--- config.mk ---
export PLATFORM = sky130hd
export DESIGN_NAME = joystick_axis_calibrator
export DESIGN_NICKNAME = d
export VERILOG_FILES = /design/src/rtl/jac_pkg.sv /design/src/rtl/joystick_axis_calibrator.sv /design/src/rtl/jac_regs.sv /design/src/rtl/jac_div.sv
export SDC_FILE = /design/constraint.sdc
export NUM_CORES = 1
export LEC_CHECK = 0
export BUFFER_PORTS_ARGS = -buffer_cell sky130_fd_sc_hd__buf_2
export CORE_MARGIN = 2
export CORE_UTILIZATION = 45
export DETAILED_ROUTE_END_ITERATION = 7
export PLACE_DENSITY = 0.62
export SLEW_MARGIN = 15
export SYNTH_ARGS = -nofsm -noshare
export SYNTH_HDL_FRONTEND = slang
export SYNTH_HIERARCHICAL = 1
export SYNTH_SLANG_ARGS = --single-unit
--- constraint.sdc ---
create_clock -name i_clk -period 5.9 [get_ports i_clk]
set_clock_uncertainty 0.15 [all_clocks]
set_input_delay 0.295 -clock i_clk [delete_from_list [all_inputs] [get_ports i_clk]]
set_output_delay 0.295 -clock i_clk [all_outputs]
set_load 0.01 [all_outputs]
--- src/rtl/jac_pkg.sv ---
package jac_pkg;

    // Default width of a raw axis sample and of the load registers
    localparam int SAMPLE_BITS_DEF = 16;

    // Item kinds carried on the input tuser
    localparam int KIND_BITS = 3;
    localparam logic [KIND_BITS-1:0] KIND_SAMPLE       = 3'd0;
    localparam logic [KIND_BITS-1:0] KIND_CAPTURE      = 3'd1;
    localparam logic [KIND_BITS-1:0] KIND_BEGIN_RANGE  = 3'd2;
    localparam logic [KIND_BITS-1:0] KIND_RANGE_SAMPLE = 3'd3;
    localparam logic [KIND_BITS-1:0] KIND_CENTER_RANGE = 3'd4;
    localparam logic [KIND_BITS-1:0] KIND_LOAD         = 3'd5;

    // Calibration constants
    localparam int RANGE_HALF = 1000;
    localparam int FULL_SCALE = 32767;
    localparam int QUOT_BITS  = 15;   // magnitude bits of the position
    localparam int POS_BITS   = 16;
    localparam int OUT_BITS   = 17;
    localparam int OUT_TDATA_BITS = ((POS_BITS + 3 * OUT_BITS + 7) / 8) * 8;

    // Configuration register map
    localparam int PADDR_BITS = 4;
    localparam int PDATA_BITS = 32;
    localparam logic [1:0] REG_LOAD_CENTER  = 2'd0;
    localparam logic [1:0] REG_LOAD_MINIMUM = 2'd1;
    localparam logic [1:0] REG_LOAD_MAXIMUM = 2'd2;

    localparam int LOAD_CENTER_RESET  = 0;
    localparam int LOAD_MINIMUM_RESET = -32768;
    localparam int LOAD_MAXIMUM_RESET = 32767;

endpackage

--- src/rtl/joystick_axis_calibrator.sv ---
// Joystick axis calibrator. Each request carries a kind on s_axis_tuser and a raw axis
// sample on s_axis_tdata, and produces exactly one result on m_axis: the calibrated
// position (nonzero only for a sample request) followed by the calibration center,
// minimum and maximum as they stand after the request, each 17 bits. A sample maps to
// a position in -32767..32767 (32767 stands for 1.0): the offset from center times
// 32767, divided by max - center above center or center - min below it, truncated
// toward zero and clamped; an offset of zero or a zero span on that side gives 0.
// The other kinds capture the center, begin a range capture (minimum at center + 1000,
// maximum at center - 1000), widen min/max, set the center to the midpoint of min and
// max, or load the three APB registers (load_center at 0x0, load_minimum at 0x4,
// load_maximum at 0x8; write them only while the block is idle). The block takes one
// request at a time: s_axis_tready is high only in the idle state. A sample request
// forms offset and span, then their magnitudes, loads the shift-subtract divider,
// runs sixteen divider steps (one saturation check, fifteen quotient bits), takes the
// quotient and then fills the result register. A sample whose quotient saturates
// ends after the saturation check. A sample that resolves to zero without division,
// and every other kind, goes from the execute step straight to the result register.
// The next request can be accepted in the cycle after the result is registered. A
// finished result waits in the output register; the next request is accepted
// meanwhile and holds in its last cycle until that register is free.
module joystick_axis_calibrator #(
    parameter int SAMPLE_BITS = jac_pkg::SAMPLE_BITS_DEF
) (
    input  logic                                 i_clk,
    input  logic                                 i_rst_n,
    // request stream
    input  logic                                 i_s_axis_tvalid,
    output logic                                 o_s_axis_tready,
    input  logic [((SAMPLE_BITS + 7) / 8) * 8 - 1:0] i_s_axis_tdata,  // raw_value
    input  logic [jac_pkg::KIND_BITS-1:0]        i_s_axis_tuser,  // kind
    // result stream
    output logic                                 o_m_axis_tvalid,
    input  logic                                 i_m_axis_tready,
    // position[15:0], center_now[32:16], minimum_now[49:33], maximum_now[66:50]
    output logic [jac_pkg::OUT_TDATA_BITS-1:0]   o_m_axis_tdata,
    // configuration
    input  logic                                 psel,
    input  logic                                 penable,
    input  logic                                 pwrite,
    input  logic [jac_pkg::PADDR_BITS-1:0]       paddr,
    input  logic [jac_pkg::PDATA_BITS-1:0]       pwdata,
    output logic [jac_pkg::PDATA_BITS-1:0]       prdata,
    output logic                                 pready
);

    localparam int STATE_BITS = SAMPLE_BITS + 1;
    localparam int WIDE_BITS  = STATE_BITS + 1;   // offsets and spans
    localparam int EXT_BITS   = (STATE_BITS > jac_pkg::OUT_BITS) ? STATE_BITS
                                                                 : jac_pkg::OUT_BITS;
    localparam int OB = jac_pkg::OUT_BITS;
    localparam int PB = jac_pkg::POS_BITS;
    localparam int QB = jac_pkg::QUOT_BITS;

    typedef enum logic [2:0] {
        S_IDLE,
        S_EXEC,
        S_ABS,
        S_WAIT,
        S_DONE
    } t_state;

    t_state                        r_state;
    logic [jac_pkg::KIND_BITS-1:0] r_kind;
    logic signed [SAMPLE_BITS-1:0] r_raw;
    logic signed [STATE_BITS-1:0]  r_cal_center;
    logic signed [STATE_BITS-1:0]  r_cal_minimum;
    logic signed [STATE_BITS-1:0]  r_cal_maximum;
    logic signed [WIDE_BITS-1:0]   r_offset;
    logic signed [WIDE_BITS-1:0]   r_span;
    logic [WIDE_BITS-1:0]          r_offset_mag;
    logic [WIDE_BITS-1:0]          r_span_mag;
    logic                          r_neg;
    logic                          r_div_start;
    logic signed [PB-1:0]          r_pos;
    logic                          r_out_valid;
    logic [jac_pkg::OUT_TDATA_BITS-1:0] r_out_data;

    logic signed [SAMPLE_BITS-1:0] w_load_center;
    logic signed [SAMPLE_BITS-1:0] w_load_minimum;
    logic signed [SAMPLE_BITS-1:0] w_load_maximum;
    logic                          w_div_done;
    logic [QB-1:0]                 w_quot;

    logic                          w_in_accept;
    logic                          w_out_free;
    logic signed [STATE_BITS-1:0]  w_raw_ext;
    logic signed [WIDE_BITS-1:0]   w_offset;
    logic signed [WIDE_BITS-1:0]   w_span_hi;
    logic signed [WIDE_BITS-1:0]   w_span_lo;
    logic                          w_use_hi;
    logic                          w_use_lo;
    logic signed [STATE_BITS:0]    w_mid_sum;
    logic signed [STATE_BITS:0]    w_mid;
    logic signed [PB-1:0]          w_quot_ext;
    logic signed [EXT_BITS-1:0]    w_center_ext;
    logic signed [EXT_BITS-1:0]    w_minimum_ext;
    logic signed [EXT_BITS-1:0]    w_maximum_ext;

    jac_regs #(
        .SAMPLE_BITS (SAMPLE_BITS)
    ) u_regs (
        .i_clk          (i_clk),
        .i_rst_n        (i_rst_n),
        .i_psel         (psel),
        .i_penable      (penable),
        .i_pwrite       (pwrite),
        .i_paddr        (paddr),
        .i_pwdata       (pwdata),
        .o_prdata       (prdata),
        .o_load_center  (w_load_center),
        .o_load_minimum (w_load_minimum),
        .o_load_maximum (w_load_maximum)
    );

    jac_div #(
        .MAG_BITS (WIDE_BITS)
    ) u_div (
        .i_clk    (i_clk),
        .i_rst_n  (i_rst_n),
        .i_start  (r_div_start),
        .i_offset (r_offset_mag),
        .i_span   (r_span_mag),
        .o_done   (w_div_done),
        .o_quot   (w_quot)
    );

    assign pready = 1'b1;

    assign w_in_accept = i_s_axis_tvalid && o_s_axis_tready;
    assign w_out_free  = !r_out_valid || i_m_axis_tready;

    // Offset and the span on the side of the sample
    assign w_raw_ext = STATE_BITS'(r_raw);
    assign w_offset  = WIDE_BITS'(r_raw) - WIDE_BITS'(r_cal_center);
    assign w_span_hi = WIDE_BITS'(r_cal_maximum) - WIDE_BITS'(r_cal_center);
    assign w_span_lo = WIDE_BITS'(r_cal_center) - WIDE_BITS'(r_cal_minimum);
    assign w_use_hi  = !w_offset[WIDE_BITS-1] && (w_offset != '0)
                       && (r_cal_maximum != r_cal_center);
    assign w_use_lo  = w_offset[WIDE_BITS-1] && (r_cal_minimum != r_cal_center);

    // Midpoint, truncated toward zero: add the sign bit before the shift
    assign w_mid_sum = (STATE_BITS + 1)'(r_cal_minimum) + (STATE_BITS + 1)'(r_cal_maximum);
    assign w_mid     = (w_mid_sum + (STATE_BITS + 1)'({1'b0, w_mid_sum[STATE_BITS]})) >>> 1;

    assign w_quot_ext = PB'({1'b0, w_quot});

    // State fields on the bus: sign-extend or truncate to 17 bits
    assign w_center_ext  = EXT_BITS'(r_cal_center);
    assign w_minimum_ext = EXT_BITS'(r_cal_minimum);
    assign w_maximum_ext = EXT_BITS'(r_cal_maximum);

    assign o_s_axis_tready = (r_state == S_IDLE);

    always_ff @(posedge i_clk) begin
        if (!i_rst_n) begin
            r_state       <= S_IDLE;
            r_div_start   <= 1'b0;
            r_out_valid   <= 1'b0;
            r_cal_center  <= '0;
            r_cal_minimum <= '0;
            r_cal_maximum <= '0;
        end else begin
            r_div_start <= 1'b0;
            if (r_out_valid && i_m_axis_tready) begin
                r_out_valid <= 1'b0;
            end
            unique case (r_state)
                S_IDLE: begin
                    if (w_in_accept) begin
                        r_kind  <= i_s_axis_tuser;
                        r_raw   <= i_s_axis_tdata[SAMPLE_BITS-1:0];
                        r_state <= S_EXEC;
                    end
                end
                S_EXEC: begin
                    r_pos   <= '0;
                    r_state <= S_DONE;
                    unique case (r_kind)
                        jac_pkg::KIND_SAMPLE: begin
                            // go to the divider only when a span applies
                            r_offset <= w_offset;
                            r_span   <= w_use_hi ? w_span_hi : w_span_lo;
                            if (w_use_hi || w_use_lo) begin
                                r_state <= S_ABS;
                            end
                        end
                        jac_pkg::KIND_CAPTURE: begin
                            r_cal_center <= w_raw_ext;
                        end
                        jac_pkg::KIND_BEGIN_RANGE: begin
                            r_cal_minimum <= r_cal_center + STATE_BITS'(jac_pkg::RANGE_HALF);
                            r_cal_maximum <= r_cal_center - STATE_BITS'(jac_pkg::RANGE_HALF);
                        end
                        jac_pkg::KIND_RANGE_SAMPLE: begin
                            if (w_raw_ext < r_cal_minimum) begin
                                r_cal_minimum <= w_raw_ext;
                            end
                            if (w_raw_ext > r_cal_maximum) begin
                                r_cal_maximum <= w_raw_ext;
                            end
                        end
                        jac_pkg::KIND_CENTER_RANGE: begin
                            r_cal_center <= w_mid[STATE_BITS-1:0];
                        end
                        jac_pkg::KIND_LOAD: begin
                            r_cal_center  <= STATE_BITS'(w_load_center);
                            r_cal_minimum <= STATE_BITS'(w_load_minimum);
                            r_cal_maximum <= STATE_BITS'(w_load_maximum);
                        end
                        default: ;  // unused kinds leave the calibration alone
                    endcase
                end
                S_ABS: begin
                    // magnitudes for the divider; the sign is applied afterwards
                    r_offset_mag <= r_offset[WIDE_BITS-1] ? -r_offset : r_offset;
                    r_span_mag   <= r_span[WIDE_BITS-1] ? -r_span : r_span;
                    r_neg        <= r_offset[WIDE_BITS-1] ^ r_span[WIDE_BITS-1];
                    r_div_start  <= 1'b1;
                    r_state      <= S_WAIT;
                end
                S_WAIT: begin
                    if (w_div_done) begin
                        r_pos   <= r_neg ? -w_quot_ext : w_quot_ext;
                        r_state <= S_DONE;
                    end
                end
                S_DONE: begin
                    // hold until the output register is free
                    if (w_out_free) begin
                        r_out_valid <= 1'b1;
                        r_out_data  <= jac_pkg::OUT_TDATA_BITS'({w_maximum_ext[OB-1:0],
                                                                 w_minimum_ext[OB-1:0],
                                                                 w_center_ext[OB-1:0],
                                                                 r_pos});
                        r_state     <= S_IDLE;
                    end
                end
                default: r_state <= S_IDLE;
            endcase
        end
    end

    assign o_m_axis_tvalid = r_out_valid;
    assign o_m_axis_tdata  = r_out_data;

endmodule

--- src/rtl/jac_regs.sv ---
module jac_regs #(
    parameter int SAMPLE_BITS = jac_pkg::SAMPLE_BITS_DEF
) (
    input  logic                              i_clk,
    input  logic                              i_rst_n,
    input  logic                              i_psel,
    input  logic                              i_penable,
    input  logic                              i_pwrite,
    input  logic [jac_pkg::PADDR_BITS-1:0]    i_paddr,
    input  logic [jac_pkg::PDATA_BITS-1:0]    i_pwdata,
    output logic [jac_pkg::PDATA_BITS-1:0]    o_prdata,
    output logic signed [SAMPLE_BITS-1:0]     o_load_center,
    output logic signed [SAMPLE_BITS-1:0]     o_load_minimum,
    output logic signed [SAMPLE_BITS-1:0]     o_load_maximum
);

    logic signed [SAMPLE_BITS-1:0] r_load_center;
    logic signed [SAMPLE_BITS-1:0] r_load_minimum;
    logic signed [SAMPLE_BITS-1:0] r_load_maximum;
    logic [1:0]                    w_index;

    assign w_index = i_paddr[3:2];

    always_ff @(posedge i_clk) begin
        if (!i_rst_n) begin
            r_load_center  <= SAMPLE_BITS'(jac_pkg::LOAD_CENTER_RESET);
            r_load_minimum <= SAMPLE_BITS'(jac_pkg::LOAD_MINIMUM_RESET);
            r_load_maximum <= SAMPLE_BITS'(jac_pkg::LOAD_MAXIMUM_RESET);
        end else if (i_psel && i_penable && i_pwrite) begin
            unique case (w_index)
                jac_pkg::REG_LOAD_CENTER:  r_load_center  <= i_pwdata[SAMPLE_BITS-1:0];
                jac_pkg::REG_LOAD_MINIMUM: r_load_minimum <= i_pwdata[SAMPLE_BITS-1:0];
                jac_pkg::REG_LOAD_MAXIMUM: r_load_maximum <= i_pwdata[SAMPLE_BITS-1:0];
                default: ;
            endcase
        end
    end

    // Read back sign-extended
    always_comb begin
        unique case (w_index)
            jac_pkg::REG_LOAD_CENTER:  o_prdata = jac_pkg::PDATA_BITS'(r_load_center);
            jac_pkg::REG_LOAD_MINIMUM: o_prdata = jac_pkg::PDATA_BITS'(r_load_minimum);
            jac_pkg::REG_LOAD_MAXIMUM: o_prdata = jac_pkg::PDATA_BITS'(r_load_maximum);
            default:                   o_prdata = '0;
        endcase
    end

    assign o_load_center  = r_load_center;
    assign o_load_minimum = r_load_minimum;
    assign o_load_maximum = r_load_maximum;

endmodule

--- src/rtl/jac_div.sv ---
module jac_div #(
    parameter int MAG_BITS = jac_pkg::SAMPLE_BITS_DEF + 2
) (
    input  logic                           i_clk,
    input  logic                           i_rst_n,
    input  logic                           i_start,
    input  logic [MAG_BITS-1:0]            i_offset,
    input  logic [MAG_BITS-1:0]            i_span,
    output logic                           o_done,
    output logic [jac_pkg::QUOT_BITS-1:0]  o_quot
);

    localparam int QB      = jac_pkg::QUOT_BITS;
    localparam int NB      = MAG_BITS + QB;
    localparam int CNT_BITS = $clog2(QB + 1);

    typedef enum logic {
        S_IDLE,
        S_RUN
    } t_state;

    t_state              r_state;
    logic [NB-1:0]       r_rem;
    logic [NB-1:0]       r_dsh;
    logic [CNT_BITS-1:0] r_cnt;
    logic [QB-1:0]       r_quot;
    logic                r_done;

    logic [NB:0]         w_diff;
    logic                w_ge;
    logic [NB-1:0]       w_scaled;

    // Shared subtractor: trial remainder against the shifted span
    assign w_diff = {1'b0, r_rem} - {1'b0, r_dsh};
    assign w_ge   = !w_diff[NB];

    // offset * 32767 as (offset << 15) - offset
    assign w_scaled = (NB'(i_offset) << QB) - NB'(i_offset);

    always_ff @(posedge i_clk) begin
        if (!i_rst_n) begin
            r_state <= S_IDLE;
            r_done  <= 1'b0;
        end else begin
            r_done <= 1'b0;
            unique case (r_state)
                S_IDLE: begin
                    if (i_start) begin
                        r_rem   <= w_scaled;
                        r_dsh   <= NB'(i_span) << QB;
                        r_cnt   <= CNT_BITS'(QB);
                        r_quot  <= '0;
                        r_state <= S_RUN;
                    end
                end
                S_RUN: begin
                    r_dsh <= r_dsh >> 1;
                    if (r_cnt == CNT_BITS'(QB)) begin
                        // quotient of 2^15 or more: saturate
                        if (w_ge) begin
                            r_quot  <= '1;
                            r_done  <= 1'b1;
                            r_state <= S_IDLE;
                        end
                    end else begin
                        if (w_ge) begin
                            r_rem <= w_diff[NB-1:0];
                        end
                        r_quot <= {r_quot[QB-2:0], w_ge};
                        if (r_cnt == '0) begin
                            r_done  <= 1'b1;
                            r_state <= S_IDLE;
                        end
                    end
                    r_cnt <= r_cnt - 1'b1;
                end
                default: r_state <= S_IDLE;
            endcase
        end
    end

    assign o_done = r_done;
    assign o_quot = r_quot;

endmodule

# == Word-level counts from Yosys, hierarchy flattened ==
# Index checks and enable logic that the tools add are counted.
# classes
n_addsub,13
n_mul,0
n_div,0
order_cmp,2
n_eq_ne,23
shift,0
muxes,42
n_bitwise,2
reduce_logical,36
# ops
cell,count
17-bit one-hot mux with 3 select lines,3
33-bit 2-to-1 mux,4
33-bit one-hot mux with 2 select lines,2
32-bit one-hot mux with 3 select lines,1
17-bit 2-to-1 mux,4
15-bit 2-to-1 mux,3
18-bit negation,2
17-bit by 17-bit subtractor with 18-bit output,2
17-bit inequality test,2
33-bit by 33-bit subtractor with 34-bit output,1
33-bit by 18-bit subtractor with 33-bit output,1
16-bit 2-to-1 mux,2
16-bit one-hot mux with 2 select lines,1
15-bit one-hot mux with 2 select lines,1
3-bit AND reduction,8
17-bit by 17-bit adder with 18-bit output,1
18-bit by 1-bit adder with 18-bit output,1
18-bit 2-to-1 mux,1
18-bit nonzero test,1
16-bit by 17-bit subtractor with 18-bit output,1
17-bit by 11-bit adder with 17-bit output (second input constant),1
16-bit by 17-bit greater-than comparator with 1-bit output,1
16-bit by 17-bit < comparator with 1-bit output,1
17-bit by 11-bit subtractor with 17-bit output (second input constant),1
29 further kinds,72
# totals
reg_bits,366
latch_bits,0
mem_bits_rw,0
romBits,0
out_inout_bits,107
elab_cells,144
memories,0

# == Logic depth before layout (Yosys ltp) ==
# Gate-level depths: netlist (run 1).
# depth
word_depth,8
ltp_mapped,15
mapped_depth_nobuf,14

# == By module ==
# The synthesis (run 1) kept the hierarchy.
# by_module_without_submodules
mod,instances,cells_per_inst,area_per_inst_um2,seq_area_each_um2
joystick_axis_calibrator,1,1467,14685.3,6376.1
jac_div,1,612,6003.3,2592.5
jac_regs,1,267,2357.3,960.9

# == Worst setup path after synthesis (run 1) ==
# OpenSTA, ideal clock, no wires.
# synth_path
path_type,register to register
from,register r_kind[0] (netlist bit)
to,register r_offset[0] (enable)
setup_time_ns,0.532
arrival_ns,4.531
required_time_ns,5.218
setup_slack_ns,0.686
stages_incl_launch_ff,4
path_buffers,1
period_less_slack_ns,5.214
cell_sequence,edfxtp_1 > clkbuf_1 > nor2_1 > nor4b_1
# synth_via
elab_chain_cells,2
# synth_lines
item,line,text
from (decl),joystick_axis_calibrator.sv:63,logic [jac_pkg::KIND_BITS-1:0] r_kind;
from (signal assigned),joystick_axis_calibrator.sv:170,r_kind <= i_s_axis_tuser;
3-bit zero test,joystick_axis_calibrator.sv:178,unique case (r_kind)
3-bit AND reduction (no line),n/a,
to (signal assigned),joystick_axis_calibrator.sv:181,r_offset <= w_offset;
to (decl),joystick_axis_calibrator.sv:68,logic signed [WIDE_BITS-1:0] r_offset;
# No other way between the ends.
# A chain may end at the register's enable or synchronous reset.

# == Worst setup path in the final report (run 1) ==
# layout_path
from,register r_raw[0]
to,register r_span[1] (data pin)
# layout_via
elab_chain_cells,5
# layout_lines
item,line,text
from (decl),joystick_axis_calibrator.sv:64,logic signed [SAMPLE_BITS-1:0] r_raw;
from (signal assigned),joystick_axis_calibrator.sv:171,r_raw <= i_s_axis_tdata[SAMPLE_BITS-1:0];
16-bit by 17-bit subtractor with 18-bit output (*),joystick_axis_calibrator.sv:134,assign w_offset = WIDE_BITS'(r_raw) - WIDE_BITS'(r_cal_center);
18-bit nonzero test or 1-bit zero test (tied branches),joystick_axis_calibrator.sv:137,assign w_use_hi = !w_offset[WIDE_BITS-1] && (w_offset != '0)
1-bit logical AND (*),joystick_axis_calibrator.sv:137,
1-bit logical AND (*),joystick_axis_calibrator.sv:138,&& (r_cal_maximum != r_cal_center);
18-bit 2-to-1 mux (*),joystick_axis_calibrator.sv:182,r_span <= w_use_hi ? w_span_hi : w_span_lo;
to (signal assigned),joystick_axis_calibrator.sv:182,
to (decl),joystick_axis_calibrator.sv:69,logic signed [WIDE_BITS-1:0] r_span;
# Mark *: on every way between the ends. The rest lies on a longest branch, timed or not.

==> results of run 1 <==
## layer usage
metal / routed length (µm) / GRT usage [%]
met5: 0 / 0
met4: 2624 / 10.40
met3: 3221 / 3.175
met2: 31080 / 41.12
met1: 26940 / 29.40
## final timing paths
kind / to / from / cells past startpoint
worst max-delay path: r_span[1] / r_raw[0] / 14
worst max register to register: r_span[1] / r_raw[0] / 14
worst min-delay path: o_m_axis_tdata[1] / r_pos[1] / 0
worst min register to register: o_m_axis_tdata[1] / r_pos[1] / 0
## worst register-to-register path, delay by kind of cell, from the launching register on
family,cells,cell delay [ns]
DFF,1,0.46
muxes,2,0.62
and+or+nand+nor,3,0.36
AOI/OAI and AO/OA,4,1.70
adders and majority gates,2,0.59
buffers and inverters,3,0.51
## power groups by stage
stage	Combinational, W	Clock, W	Sequential, W
after floorplan	0.00151	0	0.00314
after global placement	0.00188	0	0.00320
after detailed placement	0.00191	0	0.00321
after CTS	0.00194	0.00275	0.00316
after global routing	0.00216	0.00284	0.00318
final	0.00195	0.00269	0.00316
## cells in the mapped netlist, drive strengths merged (14+ instances only)
cell type	number
nor2	166
and3	28
o21a	30
a211oi	30
inv	162
ha	146
nand2b	27
nand3	51
a31oi	18
nor2b	26
and2	25
edfxtp	260
xor2	71
nand4	22
buf	49
a22oi	16
or4	14
a221oi	27
or3	14
o31ai	16
dfxtp	106
a21o	35
a21oi	125
o211ai	35
mux2i	92
nor3	44
nand2	229
mux2	23
nor4	21
o21ai	120
xnor2	111
clkbuf	70
## through the flow
step,utilization [%],total power [W],setup WS [ns]
after floorplan,-,0.004643,0.6865
after global placement,48.10,0.005081,1.507
after detailed placement,48.10,0.005118,1.405
after CTS,51.66,0.007851,1.381
after global routing,51.74,0.008182,1.081
final,51.74,0.007800,1.371
## state kept, by name (all words and copies together) (netlist names), 4 cells and up
| name | cells |
|---|---|
| u_regs/o_load_maximum | 16 |
| r_offset_mag | 18 |
| r_cal_minimum | 17 |
| r_cal_maximum | 17 |
| r_span_mag | 18 |
| u_div/o_quot | 15 |
| u_div/r_dsh | 33 |
| r_offset | 18 |
| u_div/r_rem | 33 |
| u_regs/o_load_center | 16 |
| r_cal_center | 17 |
| r_raw | 16 |
| u_regs/o_load_minimum | 16 |
| o_m_axis_tdata | 67 |
| r_span | 18 |
| r_pos | 16 |
| u_div/r_cnt | 4 |
## final cells by class
| type | instances | area, µm² | area share [%] |
|---|---|---|---|
| multi-input cells | 1702 | 11960 | 45.87 |
| repair buffers | 206 | 1311 | 5.030 |
| inverters | 163 | 611.8 | 2.347 |
| clock inverters | 26 | 274.0 | 1.051 |
| flip-flops and latches | 366 | 9933 | 38.11 |
| well taps | 672 | 840.8 | 3.226 |
| clock buffers | 54 | 1137 | 4.363 |
## cell families after synthesis
logic type                 synth area share, %
AOI/OAI and AO/OA                        15.64
xor gates and xnor gates                 6.917
adders and majority gates                8.361
buffers and inverters                    5.342
DFF                                      43.09
muxes                                    5.120
other                                  0.03259
and+or+nand+nor                          15.50
## layout by cell type (no fill, tap or decap), types with 23 or more instances in the layout
cell,Yosys,final
buf_4,25,23
xnor2_1,111,111
nor2b_1,24,24
clkbuf_16,0,43
o21ai_0,107,106
a211oi_1,25,25
nor3_1,42,42
and3_1,27,27
nand2_1,229,229
nand3_1,49,49
o211ai_1,32,32
edfxtp_1,260,260
dlygate4sd3_1,0,38
inv_1,162,162
nor2_1,166,165
xor2_1,71,71
and2_1,25,25
ha_1,146,146
a21o_1,35,35
a21oi_1,124,121
o21a_1,30,30
mux2i_1,92,92
buf_2,8,143
dfxtp_1,106,105
nand2b_1,27,27
## timing repair
action	in CTS	in global routing
hold endpoints to repair	74	0
resized for setup	0	0
hold buffers	38	0
==> flow_summary.json, run 1 <==
{
  "worst_slew_pin_slew_ns": 1.175,
  "whs_ns": 0.2622,
  "path_clk_slew_ns": 0.06,
  "leakage_nw": 10.14,
  "critical_path.endpoint_type": "flip-flop",
  "synth_top_area_cell": "edfxtp_1",
  "drtIter0Drc": 1233,
  "dieArea_um2": 53040,
  "critPathMaxFanout": 13,
  "synth_top_area_share_pct": 33.88,
  "rows": 82,
  "power.share.switching_pct": 31.12,
  "cts_tree": "built",
  "cts_root_buffer": "clkbuf_16",
  "dp_cells": 3069,
  "synth_area_um2": 23050,
  "core_area_um2": 50380,
  "rsz0062_at_grt": "false",
  "seqPwrFrac_pct": 40.5,
  "ioPinCount": 169,
  "cp_slowest_cell": "a21oi_2",
  "grt_pass1_vias": 17701,
  "post_cts_buffers": 0,
  "setup_tns_ns": 0,
  "p_sw_w": 0.002427,
  "synth_edf_count": 260,
  "status": "finished clean",
  "ir_drop_uv": 201.2,
  "yosys_register_bits": 366,
  "finalHoldViolations": 0,
  "remaining_drc_errors": 0,
  "slew_headroom_pct": 20.84,
  "p_per_area_nw_per_um2": 299.2,
  "cts_sinks": 366,
  "io_buffers": 144,
  "arrival_ns": 4.79,
  "dr.pass1.iters": 5,
  "avgRoutedWirePerCell_um": 20.02,
  "ys_async_sr_fraction_pct": 0,
  "cts.path.max_buffers": 3,
  "crit_family": "compound AO/OA/AOI/OAI gates",
  "crit_type": "reg -> reg",
  "clockPowerShare_pct": 34.5,
  "num_antenna_cells": 0,
  "cts_buffers": 43,
  "fin_crit_sh_pct": 76.76,
  "antenna_found_initial": 0,
  "syn_to_final_growth_pct": 13.11,
  "syn-instance-count": 2346,
  "final_nets": 2695,
  "overflow": 0,
  "ys_top_cells_by_area": "edfxtp_1 34%, dfxtp_1 9.2%, ha_1 7.9%",
  "drt-vias-per-instance": 5.669,
  "r2r_slack_ns": 1.37,
  "path_buf_inv": 3,
  "final_antenna_net_count": 0,
  "drv_slew": 0,
  "hpwl_mm": 47.68,
  "hp-class": "reg -> reg",
  "crit_chain": "inv_1, ha_1, inv_1, fa_1, a211oi_2, o21ai_1, a2111oi_2, nor2_1, mux2_1, nand4bb_1, nor4_2, a21oi_2, buf_4, mux2i_1",
  "finalWirelength_mm": 63.86,
  "fill_cells": 4573,
  "startpoint_type": "flip-flop",
  "yosys_warnings": 6,
  "htree_levels": 2,
  "setup_viol": 0,
  "final_area_um2": 26070,
  "final_layout_size_suffix_gt1_share_pct": 12.36,
  "fin_cells": 3189,
  "crit_path_max_incr_delay_ns": 0.69,
  "pwr-share-comb_pct": 25.1,
  "required_ns": 6.16,
  "p_int_w": 0.005373,
  "die_w_um": 230.3,
  "ys_types": 103,
  "placed_area_um2": 24230,
  "synth-main-ff-cell": "edfxtp_1",
  "initial_core_util_pct": 45.75,
  "min_period_ns": 4.529,
  "max_freq_ghz": 0.2208,
  "fp.dieH_um": 230.3,
  "clk_latency_ns": 0.58,
  "critPathMostFrequentCell": "inv_1",
  "grt_max_degree": 98,
  "grt_pass1_wl_mm": 98.64,
  "drv_cap": 0,
  "num_vias": 18078,
  "place_congestion": 0.9302,
  "synth_seq_area_share_pct": 43.09,
  "gr-usage-all-layers_pct": 23.70,
  "syn_area_per_cell_um2": 9.823
}
No activity file was read; power rests on OpenSTA's default activity.
==> run 2: changes to the inputs <==
Settings changed: PLACE_DENSITY 0.62 to 0.65.
Clock period 5.9 ns to 3.65 ns, I/O delays scaled along.
==> run 2 against run 1 <==
Against the previous run:
- the run now ends with negative setup slack left
- total power grew 69%
- clock power increased by 74%
- combinational power rose by 76%
- flip-flop and latch count unchanged
- die area stayed put
- sequential share of layout area is 2.1 points lower
- highest routed layer unchanged
==> flow_summary.json, run 2 (synthesis results as in run 1) <==
{
  "place_congestion": 0.9524,
  "largest_reg_flops": 67,
  "cts.path.max_buffers": 3,
  "hpwl_mm": 50.03,
  "final_area_um2": 27560,
  "worst_slew_pin_slew_ns": 1.107,
  "final_layout_size_suffix_gt1_share_pct": 18.30,
  "final_cell_mix": "260 x edfxtp_1, 229 x nand2_1, 168 x buf_4",
  "r2r_slack_ns": -0.07,
  "cts_sinks": 366,
  "num_vias": 18742,
  "drv_cap": 0,
  "critical_path.endpoint_type": "flip-flop",
  "rows": 82,
  "status": "finished, violations left",
  "avgRoutedWirePerCell_um": 19.67,
  "setup_viol": 12,
  "setup_ws_ns": -0.06590,
  "crit_family": "compound AO/OA/AOI/OAI gates",
  "fin_crit_sh_pct": 101.8,
  "slew_headroom_pct": 26.20,
  "crit_path_max_incr_delay_ns": 0.42,
  "final_common_cell": "edfxtp_1",
  "ioPinCount": 169,
  "cts_root_buffer": "clkbuf_16",
  "required_ns": 3.82,
  "finish.utilization_pct": 54.71,
  "core_area_um2": 50380,
  "grt_max_degree": 100,
  "drt-vias-per-instance": 5.615,
  "p_per_area_nw_per_um2": 478.7,
  "io_buffers": 144,
  "initial_core_util_pct": 45.75,
  "crit_type": "reg -> reg",
  "rsz0062_at_grt": "true",
  "clk_latency_ns": 0.58,
  "num_antenna_cells": 0,
  "cp_slowest_cell": "edfxtp_1",
  "final_antenna_net_count": 0,
  "antenna_found_initial": 0,
  "hp-class": "in -> reg",
  "max_freq_ghz": 0.2691,
  "cts_buffers": 43,
  "syn_to_final_growth_pct": 19.60,
  "drv_slew": 0,
  "path_buf_inv": 4,
  "critPathMostFrequentCell": "inv_2",
  "drtIter0Drc": 1326,
  "placed_area_um2": 25310,
  "path_clk_slew_ns": 0.06,
  "finalWirelength_mm": 65.67,
  "arrival_ns": 3.89,
  "final_nets": 2844,
  "post-place-ws_ns": -0.2983,
  "cts_tree": "built",
  "finalHoldViolations": 0,
  "remaining_drc_errors": 0,
  "overflow": 0,
  "ir_drop_uv": 343.6,
  "setup_tns_ns": -0.4154,
  "dr.pass1.iters": 6,
  "gr-usage-all-layers_pct": 24.32,
  "crit_chain": "inv_2, ha_4, inv_2, fa_2, a211oi_4, buf_4, o21ai_4, a2111oi_4, nor2_2, xnor2_2, nand4bb_4, nor4_4, a21oi_4, buf_12, mux2_4",
  "dieArea_um2": 53040,
  "violations": "negative setup slack",
  "startpoint_type": "flip-flop",
  "fin_cells": 3338,
  "grt_pass1_vias": 18595,
  "leakage_nw": 11.03,
  "htree_levels": 2,
  "critPathMaxFanout": 5,
  "min_period_ns": 3.716,
  "dp_cells": 3207,
  "grt_pass1_wl_mm": 101.3,
  "fp.dieH_um": 230.3,
  "die_w_um": 230.3
}
run 2: repair_timing:
| action | in CTS | in global routing |
|---|---|---|
| setup buffers | 14 | 4 |
| gates cloned | 0 | 0 |
| resized for setup | 19 | 22 |
| pin swaps | 14 | 19 |
| setup endpoints to repair | 20 | 28 |
| endpoints found under the hold margin | 74 | 0 |
| hold buffers | 38 | 0 |
run 2: through the flow:
stage / hold slack, ns / total power (W)
after CTS: 0.07941 / 0.01320
after detailed placement: 0.2106 / 0.008402
final: 0.1026 / 0.01319
after global placement: 0.2127 / 0.008325
after global routing: 0.1373 / 0.01380
after floorplan: 0.1314 / 0.007512
run 2: routing by layer:
layer	share of wire (%)	routed length, µm	track usage (%)	up-vias
met5	0	0	0	-
met4	5.1	3371	12.26	0
met3	5.5	3595	2.989	163
met2	47	30930	41.19	628
met1	42	27780	30.58	8888
li1	-	-	-	9063
run 2: where the power goes:
group | total (W) | internal (W) | leakage [nW] | switching, W
registers | 0.00508 | 0.00486 | 3.24 | 0.000226
clock network | 0.00468 | 0.00290 | 0.747 | 0.00178
logic | 0.00343 | 0.00149 | 7.04 | 0.00194
total | 0.0132 | 0.00925 | 11.0 | 0.00394
run 2: tightest hold or removal path, cell delays in order:
cell      delay, ns
buf_2          0.07
and3_1         0.13
buf_4          0.22
nand3_1        0.10
o211ai_1       0.08
run 2: final cells by class:
cell class | instances | area [µm²]
fillers | 4473 | 22810
multi-input cells | 1702 | 12180
flip-flops and latches | 366 | 9935
repair buffers | 355 | 2451
clock buffers | 55 | 1162
well taps | 672 | 840.8
inverters | 163 | 611.8
clock inverters | 25 | 380.4
run 2: worst paths after layout:
| check | from | to | depth (start not counted) |
|---|---|---|---|
| setup / recovery | r_raw[0] | r_span[15] | 15 |
| hold / removal | penable | u_regs/o_load_maximum[8] | 5 |
| setup reg to reg | r_raw[0] | r_span[15] | 15 |
| hold reg to reg | r_pos[3] | o_m_axis_tdata[3] | 0 |
